File: src/rtl/crc16m_pkg.sv
// Shared types, constants and the CRC byte update for the CRC-16/Modbus block.
`default_nettype none
package crc16m_pkg;

  localparam logic [15:0] CrcInit = 16'hFFFF;
  localparam logic [15:0] CrcPoly = 16'hA001;

  // queue between the front and the back end
  localparam int unsigned QDepth = 4;
  localparam int unsigned QPtrW  = (QDepth > 1) ? $clog2(QDepth) : 1;
  localparam int unsigned QCntW  = $clog2(QDepth + 1);

  // one classified byte on its way to the back end
  typedef struct packed {
    logic [7:0]  data;
    logic [15:0] crc;
    logic        last;    // last byte of the frame
    logic        append;  // two CRC bytes follow this echo
    logic        good;    // check mode, residue zero
  } crc16m_entry_t;

  // reflected CRC-16, LSB first, one byte in eight steps
  function automatic logic [15:0] crc16m_byte(input logic [15:0] crc, input logic [7:0] b);
    logic [15:0] c;
    c = crc ^ {8'h00, b};
    for (int i = 0; i < 8; i++) begin
      if (c[0]) begin
        c = (c >> 1) ^ CrcPoly;
      end else begin
        c = c >> 1;
      end
    end
    return c;
  endfunction

endpackage
`default_nettype wire

File: src/rtl/crc16m_front.sv
// Front end: takes input bytes, keeps the running CRC, classifies each byte.
`default_nettype none
module crc16m_front
  import crc16m_pkg::*;
(
  input  wire logic          clk_i,
  input  wire logic          rst_ni,
  input  wire logic          mode_i,
  input  wire logic          s_valid_i,
  input  wire logic [7:0]    s_data_i,
  input  wire logic          s_last_i,
  output logic               s_ready_o,
  input  wire logic          q_full_i,
  output logic               q_push_o,
  output crc16m_entry_t      q_entry_o
);

  logic [15:0] crc_q, crc_d;
  logic [15:0] crc_next;

  assign s_ready_o = !q_full_i;
  assign q_push_o  = s_valid_i && s_ready_o;
  assign crc_next  = crc16m_byte(crc_q, s_data_i);

  always_comb begin
    q_entry_o.data   = s_data_i;
    q_entry_o.crc    = crc_next;
    q_entry_o.last   = s_last_i;
    q_entry_o.append = s_last_i && !mode_i;
    q_entry_o.good   = s_last_i && mode_i && (crc_next == 16'h0000);
  end

  always_comb begin
    crc_d = crc_q;
    if (q_push_o) begin
      crc_d = s_last_i ? CrcInit : crc_next;
    end
  end

  always_ff @(posedge clk_i or negedge rst_ni) begin
    if (!rst_ni) begin
      crc_q <= CrcInit;
    end else begin
      crc_q <= crc_d;
    end
  end

endmodule
`default_nettype wire

File: src/rtl/crc16m_fifo.sv
// Small register queue between the front and the back end.
`default_nettype none
module crc16m_fifo
  import crc16m_pkg::*;
(
  input  wire logic          clk_i,
  input  wire logic          rst_ni,
  input  wire logic          push_i,
  input  wire crc16m_entry_t push_entry_i,
  input  wire logic          pop_i,
  output crc16m_entry_t      head_o,
  output logic               empty_o,
  output logic               full_o,
  output logic [QCntW-1:0]   count_o
);

  crc16m_entry_t            mem_q [QDepth];
  logic [QPtrW-1:0]         wr_ptr_q, wr_ptr_d;
  logic [QPtrW-1:0]         rd_ptr_q, rd_ptr_d;
  logic [QCntW-1:0]         cnt_q, cnt_d;
  logic                     do_push, do_pop;

  assign empty_o = (cnt_q == '0);
  assign full_o  = (cnt_q == QCntW'(QDepth));
  assign count_o = cnt_q;
  assign head_o  = mem_q[rd_ptr_q];
  assign do_push = push_i && !full_o;
  assign do_pop  = pop_i && !empty_o;

  always_comb begin
    wr_ptr_d = wr_ptr_q;
    rd_ptr_d = rd_ptr_q;
    cnt_d    = cnt_q;
    if (do_push) begin
      wr_ptr_d = (wr_ptr_q == QPtrW'(QDepth - 1)) ? '0 : wr_ptr_q + 1'b1;
    end
    if (do_pop) begin
      rd_ptr_d = (rd_ptr_q == QPtrW'(QDepth - 1)) ? '0 : rd_ptr_q + 1'b1;
    end
    if (do_push && !do_pop) begin
      cnt_d = cnt_q + 1'b1;
    end else if (do_pop && !do_push) begin
      cnt_d = cnt_q - 1'b1;
    end
  end

  always_ff @(posedge clk_i or negedge rst_ni) begin
    if (!rst_ni) begin
      wr_ptr_q <= '0;
      rd_ptr_q <= '0;
      cnt_q    <= '0;
    end else begin
      wr_ptr_q <= wr_ptr_d;
      rd_ptr_q <= rd_ptr_d;
      cnt_q    <= cnt_d;
    end
  end

  always_ff @(posedge clk_i) begin
    if (do_push) begin
      mem_q[wr_ptr_q] <= push_entry_i;
    end
  end

endmodule
`default_nettype wire

File: src/rtl/crc16m_back.sv
// Back end: drains the queue into the output register, appends CRC bytes.
`default_nettype none
module crc16m_back
  import crc16m_pkg::*;
(
  input  wire logic          clk_i,
  input  wire logic          rst_ni,
  input  wire crc16m_entry_t q_head_i,
  input  wire logic          q_empty_i,
  output logic               q_pop_o,
  output logic               m_valid_o,
  input  wire logic          m_ready_i,
  output logic [7:0]         m_byte_o,
  output logic [15:0]        m_crc_o,
  output logic               m_last_o,
  output logic               m_good_o
);

  typedef enum logic [2:0] {
    PhEcho  = 3'b001,
    PhCrcLo = 3'b010,
    PhCrcHi = 3'b100
  } phase_e;

  phase_e      phase_q, phase_d;
  logic        valid_q, valid_d;
  logic [7:0]  byte_q, byte_d;
  logic [15:0] crc_q, crc_d;
  logic        last_q, last_d;
  logic        good_q, good_d;
  logic        load;

  // output register free now or being taken this cycle
  assign load    = !valid_q || m_ready_i;
  assign q_pop_o = load && (phase_q == PhEcho) && !q_empty_i;

  always_comb begin
    phase_d = phase_q;
    valid_d = valid_q;
    byte_d  = byte_q;
    crc_d   = crc_q;
    last_d  = last_q;
    good_d  = good_q;
    if (load) begin
      unique case (phase_q)
        PhEcho: begin
          valid_d = !q_empty_i;
          if (!q_empty_i) begin
            byte_d = q_head_i.data;
            crc_d  = q_head_i.crc;
            last_d = q_head_i.last && !q_head_i.append;
            good_d = q_head_i.good;
            if (q_head_i.append) begin
              phase_d = PhCrcLo;
            end
          end
        end
        PhCrcLo: begin
          valid_d = 1'b1;
          byte_d  = crc_q[7:0];
          last_d  = 1'b0;
          good_d  = 1'b0;
          phase_d = PhCrcHi;
        end
        PhCrcHi: begin
          valid_d = 1'b1;
          byte_d  = crc_q[15:8];
          last_d  = 1'b1;
          good_d  = 1'b0;
          phase_d = PhEcho;
        end
        default: begin
          valid_d = 1'b0;
          phase_d = PhEcho;
        end
      endcase
    end
  end

  always_ff @(posedge clk_i or negedge rst_ni) begin
    if (!rst_ni) begin
      phase_q <= PhEcho;
      valid_q <= 1'b0;
    end else begin
      phase_q <= phase_d;
      valid_q <= valid_d;
    end
  end

  always_ff @(posedge clk_i) begin
    byte_q <= byte_d;
    crc_q  <= crc_d;
    last_q <= last_d;
    good_q <= good_d;
  end

  assign m_valid_o = valid_q;
  assign m_byte_o  = byte_q;
  assign m_crc_o   = crc_q;
  assign m_last_o  = last_q;
  assign m_good_o  = good_q;

endmodule
`default_nettype wire

File: src/rtl/crc16_modbus_append_check.sv
// Top level of the CRC-16/Modbus append/check stream block.
// Bytes enter one per cycle while the queue has room and leave one per cycle
// while the output is ready; each byte's CRC update (reflected poly 0xA001,
// init 0xFFFF, no final xor) is done in the cycle it is accepted, and the
// result passes through the queue and the output register. mode = 0 appends
// the CRC low then high byte after the last byte, so that byte yields three
// output bytes; the four-entry queue absorbs that, and input stalls only when
// the queue is full. mode = 1 expects the frame to end with its CRC and flags
// crc_good (tuser) on the last byte when the residue is zero. The CRC restarts
// after every frame. Change mode only while the block is idle.
`default_nettype none
module crc16_modbus_append_check
  import crc16m_pkg::*;
(
  input  wire logic        clk_i,
  input  wire logic        rst_ni,
  input  wire logic        cfg_we_i,
  input  wire logic        cfg_wdata_i,      // mode: 0 append, 1 check
  input  wire logic        s_axis_tvalid_i,
  output logic             s_axis_tready_o,
  input  wire logic [7:0]  s_axis_tdata_i,   // [7:0] data_byte
  input  wire logic        s_axis_tlast_i,   // last_flag
  output logic             m_axis_tvalid_o,
  input  wire logic        m_axis_tready_i,
  output logic [23:0]      m_axis_tdata_o,   // [7:0] out_byte, [23:8] crc_value
  output logic             m_axis_tlast_o,   // out_last
  output logic             m_axis_tuser_o    // crc_good
);

  logic             mode_q, mode_d;
  logic             q_push, q_pop, q_empty, q_full;
  logic [QCntW-1:0] q_count;
  crc16m_entry_t    q_in, q_head;
  logic [7:0]       out_byte;
  logic [15:0]      out_crc;

  assign mode_d = cfg_we_i ? cfg_wdata_i : mode_q;

  always_ff @(posedge clk_i or negedge rst_ni) begin
    if (!rst_ni) begin
      mode_q <= 1'b0;
    end else begin
      mode_q <= mode_d;
    end
  end

  crc16m_front u_front (
    .clk_i     (clk_i),
    .rst_ni    (rst_ni),
    .mode_i    (mode_q),
    .s_valid_i (s_axis_tvalid_i),
    .s_data_i  (s_axis_tdata_i),
    .s_last_i  (s_axis_tlast_i),
    .s_ready_o (s_axis_tready_o),
    .q_full_i  (q_full),
    .q_push_o  (q_push),
    .q_entry_o (q_in)
  );

  crc16m_fifo u_fifo (
    .clk_i        (clk_i),
    .rst_ni       (rst_ni),
    .push_i       (q_push),
    .push_entry_i (q_in),
    .pop_i        (q_pop),
    .head_o       (q_head),
    .empty_o      (q_empty),
    .full_o       (q_full),
    .count_o      (q_count)
  );

  crc16m_back u_back (
    .clk_i     (clk_i),
    .rst_ni    (rst_ni),
    .q_head_i  (q_head),
    .q_empty_i (q_empty),
    .q_pop_o   (q_pop),
    .m_valid_o (m_axis_tvalid_o),
    .m_ready_i (m_axis_tready_i),
    .m_byte_o  (out_byte),
    .m_crc_o   (out_crc),
    .m_last_o  (m_axis_tlast_o),
    .m_good_o  (m_axis_tuser_o)
  );

  assign m_axis_tdata_o = {out_crc, out_byte};

  // a good check result is only reported on the frame's last transaction
  a_good_is_last: assert property (@(posedge clk_i) disable iff (!rst_ni)
    (m_axis_tvalid_o && m_axis_tuser_o) |-> (m_axis_tlast_o && out_crc == 16'h0000))
    else $error("crc_good without last or with nonzero residue");

  // input backpressure only when the queue is really full
  a_ready_full: assert property (@(posedge clk_i) disable iff (!rst_ni)
    !s_axis_tready_o |-> (q_count == QCntW'(QDepth)))
    else $error("input stalled with room in the queue");

  // queue occupancy tracks push and pop
  a_count_step: assert property (@(posedge clk_i) disable iff (!rst_ni)
    (q_push && !q_pop) |=> (q_count == $past(q_count) + 1'b1))
    else $error("queue count did not advance on push");

endmodule
`default_nettype wire
File: config.mk
export PLATFORM = sky130hd
export DESIGN_NAME = crc16_modbus_append_check
export DESIGN_NICKNAME = d
export VERILOG_FILES = /design/src/rtl/crc16m_pkg.sv /design/src/rtl/crc16m_front.sv /design/src/rtl/crc16m_fifo.sv /design/src/rtl/crc16m_back.sv /design/src/rtl/crc16_modbus_append_check.sv
export SDC_FILE = /design/constraint.sdc
export NUM_CORES = 1
export LEC_CHECK = 0
export BUFFER_PORTS_ARGS = -buffer_cell sky130_fd_sc_hd__clkbuf_2
export CAP_MARGIN = 20
export CORE_MARGIN = 4
export CORE_UTILIZATION = 40
export DETAILED_ROUTE_END_ITERATION = 8
export PLACE_DENSITY_LB_ADDON = 0.25
export SLEW_MARGIN = 30
export SYNTH_ARGS = -nofsm -noshare
export SYNTH_HDL_FRONTEND = slang
export SYNTH_HIERARCHICAL = 1
export SYNTH_SLANG_ARGS = --single-unit
File: constraint.sdc
create_clock -name clk_i -period 4.09 [get_ports clk_i]
set_input_delay 0.818 -clock clk_i [delete_from_list [all_inputs] [get_ports clk_i]]
set_output_delay 0.818 -clock clk_i [all_outputs]
set_load 0.005 [all_outputs]
==> results_dict.tcl, run 1 <==
set metrics [dict create \
    hold_ws_ns 0.483 \
    num_vias 3403 \
    drtIter0Drc 142 \
    cp.arrival_ns 3.66 \
    worst_slew_pin_slew_ns 0.848 \
    final_antenna_net_count 0 \
    grt_pass1_vias 3538 \
    outcome "complete, no violations" \
    cp-end-kind "register" \
    portBuffers 42 \
    crit_required_ns 4.27 \
    grt_pass1_wl_um 21000 \
    wl_um 13400 \
    drv_cap 0 \
    fin_tns_setup_ns 0 \
    drive_above_1_share_pct 33.0 \
    die-width_um 138 \
    setup_viol 0 \
    period_needed_ns 3.48 \
    io_pins 43 \
    dieHeight_um 138 \
    ys_ff_latch 162 \
    irDropWorstVdd_uv 543 \
    grt_antenna_before_repair 0 \
    clock_sinks 162 \
    hold_path_class "in -> async" \
    antenna_cells 0 \
    start_util_pct 40.9 \
    cts_resized 0 \
    layout_commonest_cell "edfxtp_1" \
    critPathLaunchType "primary input" \
    overflow 0 \
    worstSetupPathType "in -> reg" \
    drc_errors 0 \
    slowest_delay_ns 0.46 \
    fmax_ghz 0.287 \
    ctsHoldBuffers 0 \
    viasPerCell 5.16 \
    wl_met1_um 6130 \
    gp_routability_congestion 0.813 \
    postSynthAreaPerCell_um2 17.5 \
    rrSetupSlack_ns 0.68 \
    syn_area_mm2 0.00681 \
    synth_top_flop_cell "edfxtp_1" \
    syn_inst 388 \
    wl_met3_um 721 \
    rows 47 \
    async_flop_share_pct 17.3 \
    cts_tree "yes" \
    rsz0062_at_grt "false" \
    cts-root-buf "clkbuf_16" \
    finalHoldViolations 0 \
    crit_fanout 6 \
    nets 449 \
    synth-edff-count 134 \
    clock_skew_ns 0.0141 \
    cpMostUsedCell "xnor2_1" \
    ctsLongestPathBuffers 2 \
    wl_per_cell_um 20.4 \
    fin_area_mm2 0.00781 \
    fin_util_pct 46.9 \
    area_delta_synth_final_pct 14.7 \
    maxSlewHeadroom_pct 43.5 \
    clock_latency_ns 0.43 \
    final_cell_mix "134 x edfxtp_1, 42 x clkbuf_2, 27 x mux4_2" \
    synth_nets 411 \
    dr_wl_met2_um 6200 \
    cts_buffers 17 \
    grt_start_max_net_pins 29 \
    dr.max_layer_used "met4" \
    power_density_mw_per_mm2 948 \
    die_area_mm2 0.0192 \
    finalCritPeriodShare_pct 85.1 \
    yosysWarnings 6 \
    drv_slew 0 \
    synth_cell_types 49 \
    crit_slowest_cell "xnor3_2" \
    place_area_mm2 0.00717 \
    cts_setup_buffers 0 \
    fillers 1390 \
    htree_num_levels 4 \
    crit_chain "clkbuf_2, xnor2_1, xnor2_1, inv_1, xnor3_2, xor2_2, ha_1, xor2_1, nor4_1, nand4b_1, nor3_1" \
    yosysSeqAreaShare_pct 69.7 \
    dp_hpwl_um 8860 \
    firstDrtPassIters 4 \
    p_leak_uw 0.00271 \
    grt_usage_pct 14.6 \
    path_clk_slew_ns 0.06 \
    core_mm2 0.0166 \
]
## flip-flops by register name, summed over array words and instances (netlist names)
| register | count |
|---|---|
| u_back/m_byte_o | 8 |
| u_back/phase_q | 3 |
| u_back/m_crc_o | 16 |
| u_fifo/count_o | 3 |
| u_fifo/mem_q | 108 |
| u_front/crc_q | 16 |
| mode_q | 1 |
| u_back/m_last_o | 1 |
| u_back/m_good_o | 1 |
| u_fifo/wr_ptr_q | 2 |
| u_back/m_valid_o | 1 |
| u_fifo/rd_ptr_q | 2 |
## kinds of logic (layout without fill, tap and decap cells)
| kind of cell | Yosys count | after routing | synth area share (%) |
|---|---|---|---|
| simple gates | 70 | 70 | 5.68 |
| flops | 162 | 162 | 69.7 |
| compound gates | 51 | 51 | 5.50 |
| buf+inv | 40 | 91 | 3.40 |
| mux | 33 | 33 | 10.1 |
| fa+ha+maj | 8 | 8 | 1.58 |
| xor+xnor | 24 | 24 | 4.06 |
## through the flow
stage	std cells	power [uW]	setup WS (ns)
2_1_floorplan	388	4930	0.616
3_3_place_gp	627	5700	0.300
3_5_place_dp	627	5770	0.198
4_1_cts	659	7490	0.594
5_1_grt	659	7830	0.283
6_report	659	7400	0.610
## cells in the mapped netlist (all sizes together), types with 5 or more instances
cell type,number,area [um2]
nor3,13,65.1
o22a,8,72.6
nor2,25,93.8
a21oi,10,53.8
ha,7,87.6
o21ai,11,55.1
mux2,5,67.6
clkbuf,6,22.5
xor2,8,85.1
dfstp,17,447
inv,7,26.3
buf,27,183
mux4,27,608
xnor2,14,145
dfrtp,11,275
edfxtp,134,4020
nor2b,13,88.8
o311a,8,80.1
o21bai,8,60.1
## worst paths after layout
path / from / endpoint / depth (start not counted)
hold reg to reg: u_front/crc_q[5]$_DFFE_PN1P_ / u_front/crc_q[5]$_DFFE_PN1P_ / 2
setup reg to reg: u_front/crc_q[4]$_DFFE_PN1P_ / u_fifo/mem_q[2][0]$_DFFE_PP_ / 10
min in group clk_i: u_front/crc_q[5]$_DFFE_PN1P_ / u_front/crc_q[5]$_DFFE_PN1P_ / 2
setup / recovery: s_axis_tdata_i[4] / u_fifo/mem_q[2][0]$_DFFE_PP_ / 11
hold / removal: rst_ni / u_fifo/wr_ptr_q[1]$_DFFE_PN0P_ / 1
max in group asynchronous: rst_ni / u_fifo/rd_ptr_q[0]$_DFFE_PN0P_ / 1
## where the power goes
group	switching, uW	leakage, uW	total (uW)	internal [uW]
logic	1300	0.000868	2460	1160
registers	425	0.00154	3240	2810
clock network	626	0.000305	1710	1080
## critical path: cells and delay by family
family	cells	cell delay [ns]
buffers and inverters	2	0.32
adder cells (fa/ha/maj)	1	0.32
XOR/XNOR	5	1.44
AND/OR/NAND/NOR	3	0.76
## layout make-up
type / count / area (um2) / share of cell area [%]
clock buffers: 18 / 429 / 5.50
multi-input cells: 186 / 1830 / 23.5
inverters: 7 / 26.3 / 0.336
clock inverters: 14 / 213 / 2.72
flip-flops and latches: 162 / 4750 / 60.8
repair buffers: 52 / 285 / 3.65
well taps: 220 / 275 / 3.53
## metal layers
| metal | vias to the layer above | track usage, % |
|---|---|---|
| li1 | 1555 | - |
| met1 | 1729 | 19.9 |
| met2 | 93 | 22.1 |
| met3 | 26 | 3.94 |
| met4 | 0 | 6.71 |
| met5 | - | 0 |
Power figures use the tool's default switching activity.
==> run 2, diff against run 1 <==
Settings changed: BUFFER_PORTS_ARGS -buffer_cell sky130_fd_sc_hd__clkbuf_2 to unset, DONT_BUFFER_PORTS set to 1, REMOVE_ABC_BUFFERS set to 1.
==> results_dict.tcl, run 2 (synthesized netlist as in run 1, its figures left out) <==
set metrics [dict create \
    crit_fanout 8 \
    cts_tree "yes" \
    nets 413 \
    ctsLongestPathBuffers 2 \
    die-width_um 138 \
    grt_usage_pct 14.7 \
    top_usage_layer "met2" \
    gp_routability_congestion 0.895 \
    fmax_ghz 0.284 \
    drv_slew 0 \
    drtIter0Drc 196 \
    place_area_mm2 0.00700 \
    cp.arrival_ns 3.71 \
    cts-root-buf "clkbuf_16" \
    regArea_mm2 0.00475 \
    grt_start_max_net_pins 29 \
    grt_pass1_wl_um 20800 \
    drive_above_1_share_pct 26.8 \
    viasPerCell 5.29 \
    worst_slew_pin_slew_ns 0.744 \
    final_cell_mix "134 x edfxtp_1, 27 x mux4_2, 24 x nor2_1" \
    path_clk_slew_ns 0.06 \
    outcome "complete, no violations" \
    grt_antenna_before_repair 0 \
    met3_usage_pct 4.42 \
    multiInputGateArea_mm2 0.00183 \
    cts_setup_buffers 0 \
    area_delta_synth_final_pct 10.6 \
    period_needed_ns 3.52 \
    largest_reg_flops 108 \
    largest-register "u_fifo/mem_q" \
    grt_pass1_vias 3346 \
    layout_commonest_cell "edfxtp_1" \
    wl_um 13500 \
    setup_viol 0 \
    portBuffers 0 \
    fin_area_mm2 0.00753 \
    hold_path_class "in -> async" \
    die_area_mm2 0.0192 \
    clock_sinks 162 \
    cts_resized 0 \
    fin_cells 623 \
    crit_required_ns 4.28 \
    finalCritPeriodShare_pct 86.0 \
    clock_latency_ns 0.43 \
    final_antenna_net_count 0 \
    dp_hpwl_um 8920 \
    rows 47 \
    cp-end-kind "register" \
    htree_num_levels 4 \
    p_leak_uw 0.00252 \
    maxSlewHeadroom_pct 50.2 \
    placed_cells 591 \
    irDropWorstVdd_uv 404 \
    use_met2_pct 24.2 \
    clock_skew_ns 0.00911 \
    rsz0062_at_grt "false" \
    worstSetupPathType "reg -> reg" \
    wl_per_cell_um 21.7 \
    drv_cap 0 \
    power_density_mw_per_mm2 927 \
    finalHoldViolations 0 \
    ctsHoldBuffers 0 \
    fillers 1391 \
    critPathLaunchType "register" \
    io_pins 43 \
    overflow 0 \
    antenna_cells 0 \
    cts_buffers 17 \
    grtUsageMet1_pct 18.8 \
    dieHeight_um 138 \
    fin_tns_setup_ns 0 \
    num_vias 3294 \
    start_util_pct 40.9 \
    drc_errors 0 \
    firstDrtPassIters 4 \
    core_mm2 0.0166 \
]
-- run 2: final timing paths --
check | startpoint | end | slack (ns) | depth (start not counted)
min | rst_ni | u_back/m_valid_o$_DFFE_PN0N_ | 0.08 | 0
max in group asynchronous | rst_ni | u_front/crc_q[2]$_DFFE_PN1P_ | 3.82 | 0
max | u_front/crc_q[3]$_DFFE_PN1P_ | u_fifo/mem_q[3][0]$_DFFE_PP_ | 0.57 | 8
min reg2reg | u_front/crc_q[1]$_DFFE_PN1P_ | u_front/crc_q[1]$_DFFE_PN1P_ | 0.51 | 2
min in group clk_i | s_axis_tdata_i[5] | u_fifo/mem_q[2][24]$_DFFE_PP_ | 0.48 | 0
max reg2reg | u_front/crc_q[3]$_DFFE_PN1P_ | u_fifo/mem_q[3][0]$_DFFE_PP_ | 0.57 | 8
-- run 2: per-layer routing --
metal / part of all wire, % / vias up
met3: 4.9 / 10
met2: 52 / 65
met5: 0 / -
met1: 43 / 1742
met4: 0.97 / 0
li1: - / 1477
-- run 2: through the flow --
step	util (%)	setup slack, ns	hold WS, ns	total power (uW)
6_report	45.2	0.571	0.0810	6980
5_1_grt	45.2	0.335	0.0602	7380
4_1_cts	45.2	0.552	0.0672	7070
3_5_place_dp	42.1	0.196	0.503	5640
3_3_place_gp	42.1	0.330	0.498	5520
2_1_floorplan	-	0.616	0.486	4840
-- run 2: area by class of cell --
cell class | instances | area share (%)
clock buffers | 18 | 5.70
clock inverters | 14 | 1.30
inverters | 7 | 0.349
multi-input cells | 186 | 24.3
flip-flops and latches | 162 | 63.1
well taps | 220 | 3.66
repair buffers | 16 | 1.60
-- run 2: critical path, stage by stage (launching register included) --
cell and delay, ns:
dfstp_2 0.55, xnor2_2 0.12, xnor2_2 0.38, xnor3_2 0.56, xor2_2 0.19, ha_1 0.50, xnor3_1 0.47, mux2i_1 0.14
nor3_1 0.37
-- run 2: where the power goes --
group	internal (uW)	total, uW	switching (uW)
sequential	2820	3210	396
clock	819	1420	605
combinational	1060	2350	1280
total	4700	6980	2280
==> run 3, diff against run 2 <==
--- a/constraint.sdc
+++ b/constraint.sdc
@@ -3,2 +3,2 @@
 set_output_delay 0.818 -clock clk_i [all_outputs]
-set_load 0.005 [all_outputs]
+set_load 0.05 [all_outputs]
==> results_dict.tcl, run 3 (synthesized netlist as in run 1, its figures left out) <==
set metrics [dict create \
    outcome "complete, no violations" \
    rrSetupSlack_ns 0.55 \
    cts_setup_buffers 0 \
    grt_antenna_before_repair 0 \
    grt_pass1_wl_um 20400 \
    multiInputGateArea_mm2 0.00183 \
    crit_required_ns 4.27 \
    cp-end-kind "register" \
    path_clk_slew_ns 0.06 \
    drv_slew 0 \
    rsz0062_at_grt "false" \
    worst_slew_pin_slew_ns 0.846 \
    cp.arrival_ns 3.72 \
    gp_routability_congestion 0.877 \
    period_needed_ns 3.54 \
    crit_fanout 8 \
    cts_buffers 17 \
    drtIter0Drc 189 \
    reg2reg_depth 8 \
    grt_usage_pct 14.3 \
    core_mm2 0.0166 \
    crit_start "u_front/crc_q[2]$_DFFE_PN1P_" \
    largest-register "u_fifo/mem_q" \
    viasPerCell 5.27 \
    htree_num_levels 4 \
    fin_ws_ns 0.553 \
    worstSetupPathType "reg -> reg" \
    die-width_um 138 \
    ctsHoldBuffers 0 \
    wl_um 13100 \
    final_cell_mix "134 x edfxtp_1, 27 x mux4_2, 24 x nor2_1" \
    grt_pass1_vias 3391 \
    ctsLongestPathBuffers 2 \
    setup_viol 0 \
    num_vias 3268 \
    rr_endpoint "u_fifo/mem_q[2][0]$_DFFE_PP_" \
    die_area_mm2 0.0192 \
    finalHoldViolations 0 \
    cts_tree "yes" \
    drive_above_1_share_pct 27.5 \
    largest_reg_flops 108 \
    fin_tns_setup_ns 0 \
    dp_slack_ns 0.144 \
    maxSlewHeadroom_pct 43.6 \
    hold_path_class "in -> async" \
    rows 47 \
    placed_cells 588 \
    nets 410 \
    endpoint "u_fifo/mem_q[2][0]$_DFFE_PP_" \
    critPathLaunchType "register" \
    layout_commonest_cell "edfxtp_1" \
    fmax_ghz 0.283 \
    cts-root-buf "clkbuf_16" \
    area_delta_synth_final_pct 11.1 \
    regArea_mm2 0.00475 \
    overflow 0 \
    r2r-start "u_front/crc_q[2]$_DFFE_PN1P_" \
    fillers 1375 \
    start_util_pct 40.9 \
    io_pins 43 \
    antenna_cells 0 \
    firstDrtPassIters 4 \
    clock_sinks 162 \
    drc_errors 0 \
    drv_cap 0 \
    portBuffers 0 \
    clock_skew_ns 0.00854 \
    clock_latency_ns 0.42 \
    finalCritPeriodShare_pct 86.5 \
    dp_hpwl_um 8630 \
    cts_resized 0 \
    wl_per_cell_um 21.1 \
    grt_start_max_net_pins 30 \
    dieHeight_um 138 \
    fin_cells 620 \
    final_antenna_net_count 0 \
]
[run 3: cell count changes in the layout (fill, tap and decap cells not counted)]
cell,change
inv_6,+2
clkbuf_1,-1
bufinv_16,+1
clkinv_4,+3
buf_4,-3
clkinv_1,-4
clkinvlp_4,+1
clkinv_2,-3
inv_8,+1
[run 3: routing by layer]
layer  wire, um  global-route usage, %
met1       5440                   17.6
met2       6810                   24.3
met3        665                   3.83
met4        176                   5.25
met5          0                      0
[run 3: worst min-delay path by stage]
stage          cells after the start                        endpoint  slack [ns]                     startpoint
2_1_floorplan                      2   u_front/crc_q[15]$_DFFE_PN1P_        0.49  u_front/crc_q[15]$_DFFE_PN1P_
5_1_grt                            0  u_fifo/wr_ptr_q[0]$_DFFE_PN0P_        0.06                         rst_ni
4_1_cts                            0   u_back/phase_q[1]$_DFFE_PN0P_        0.07                         rst_ni
3_5_place_dp                       2   u_front/crc_q[15]$_DFFE_PN1P_        0.50  u_front/crc_q[15]$_DFFE_PN1P_
6_report                           0  u_fifo/wr_ptr_q[0]$_DFFE_PN0P_        0.09                         rst_ni
3_3_place_gp                       2    u_front/crc_q[1]$_DFFE_PN1P_        0.50   u_front/crc_q[1]$_DFFE_PN1P_
[run 3: metrics by stage]
| stage | util (%) | cell area [um2] | hold WS [ns] |
|---|---|---|---|
| after detailed placement | 41.9 | 6980 | 0.504 |
| final | 45.5 | 7570 | 0.0854 |
| after floorplan | - | 6600 | 0.486 |
| after CTS | 45.5 | 7570 | 0.0682 |
| after global routing | 45.5 | 7570 | 0.0640 |
| after global placement | 41.9 | 6980 | 0.498 |
[run 3: worst max-delay path, stage by stage (launching register included)]
cell and delay [ns]:
dfstp_2 0.55, xor2_2 0.25, xnor2_2 0.24, xnor3_2 0.56, xor2_2 0.19, ha_1 0.52, xnor3_1 0.48, mux2i_1 0.14
nor3_1 0.37
[run 3: layout make-up]
class | instances | area share [%]
Sequential cell | 162 | 62.8
Clock inverter | 15 | 2.12
Inverter | 7 | 0.347
Clock buffer | 17 | 5.62
Timing Repair Buffer | 13 | 1.29
Tap cell | 220 | 3.64
Multi-Input combinational cell | 186 | 24.2
Power of run 3 is not shown: default switching activity piles up to over one toggle a cycle in this logic, so the estimate is an artifact.
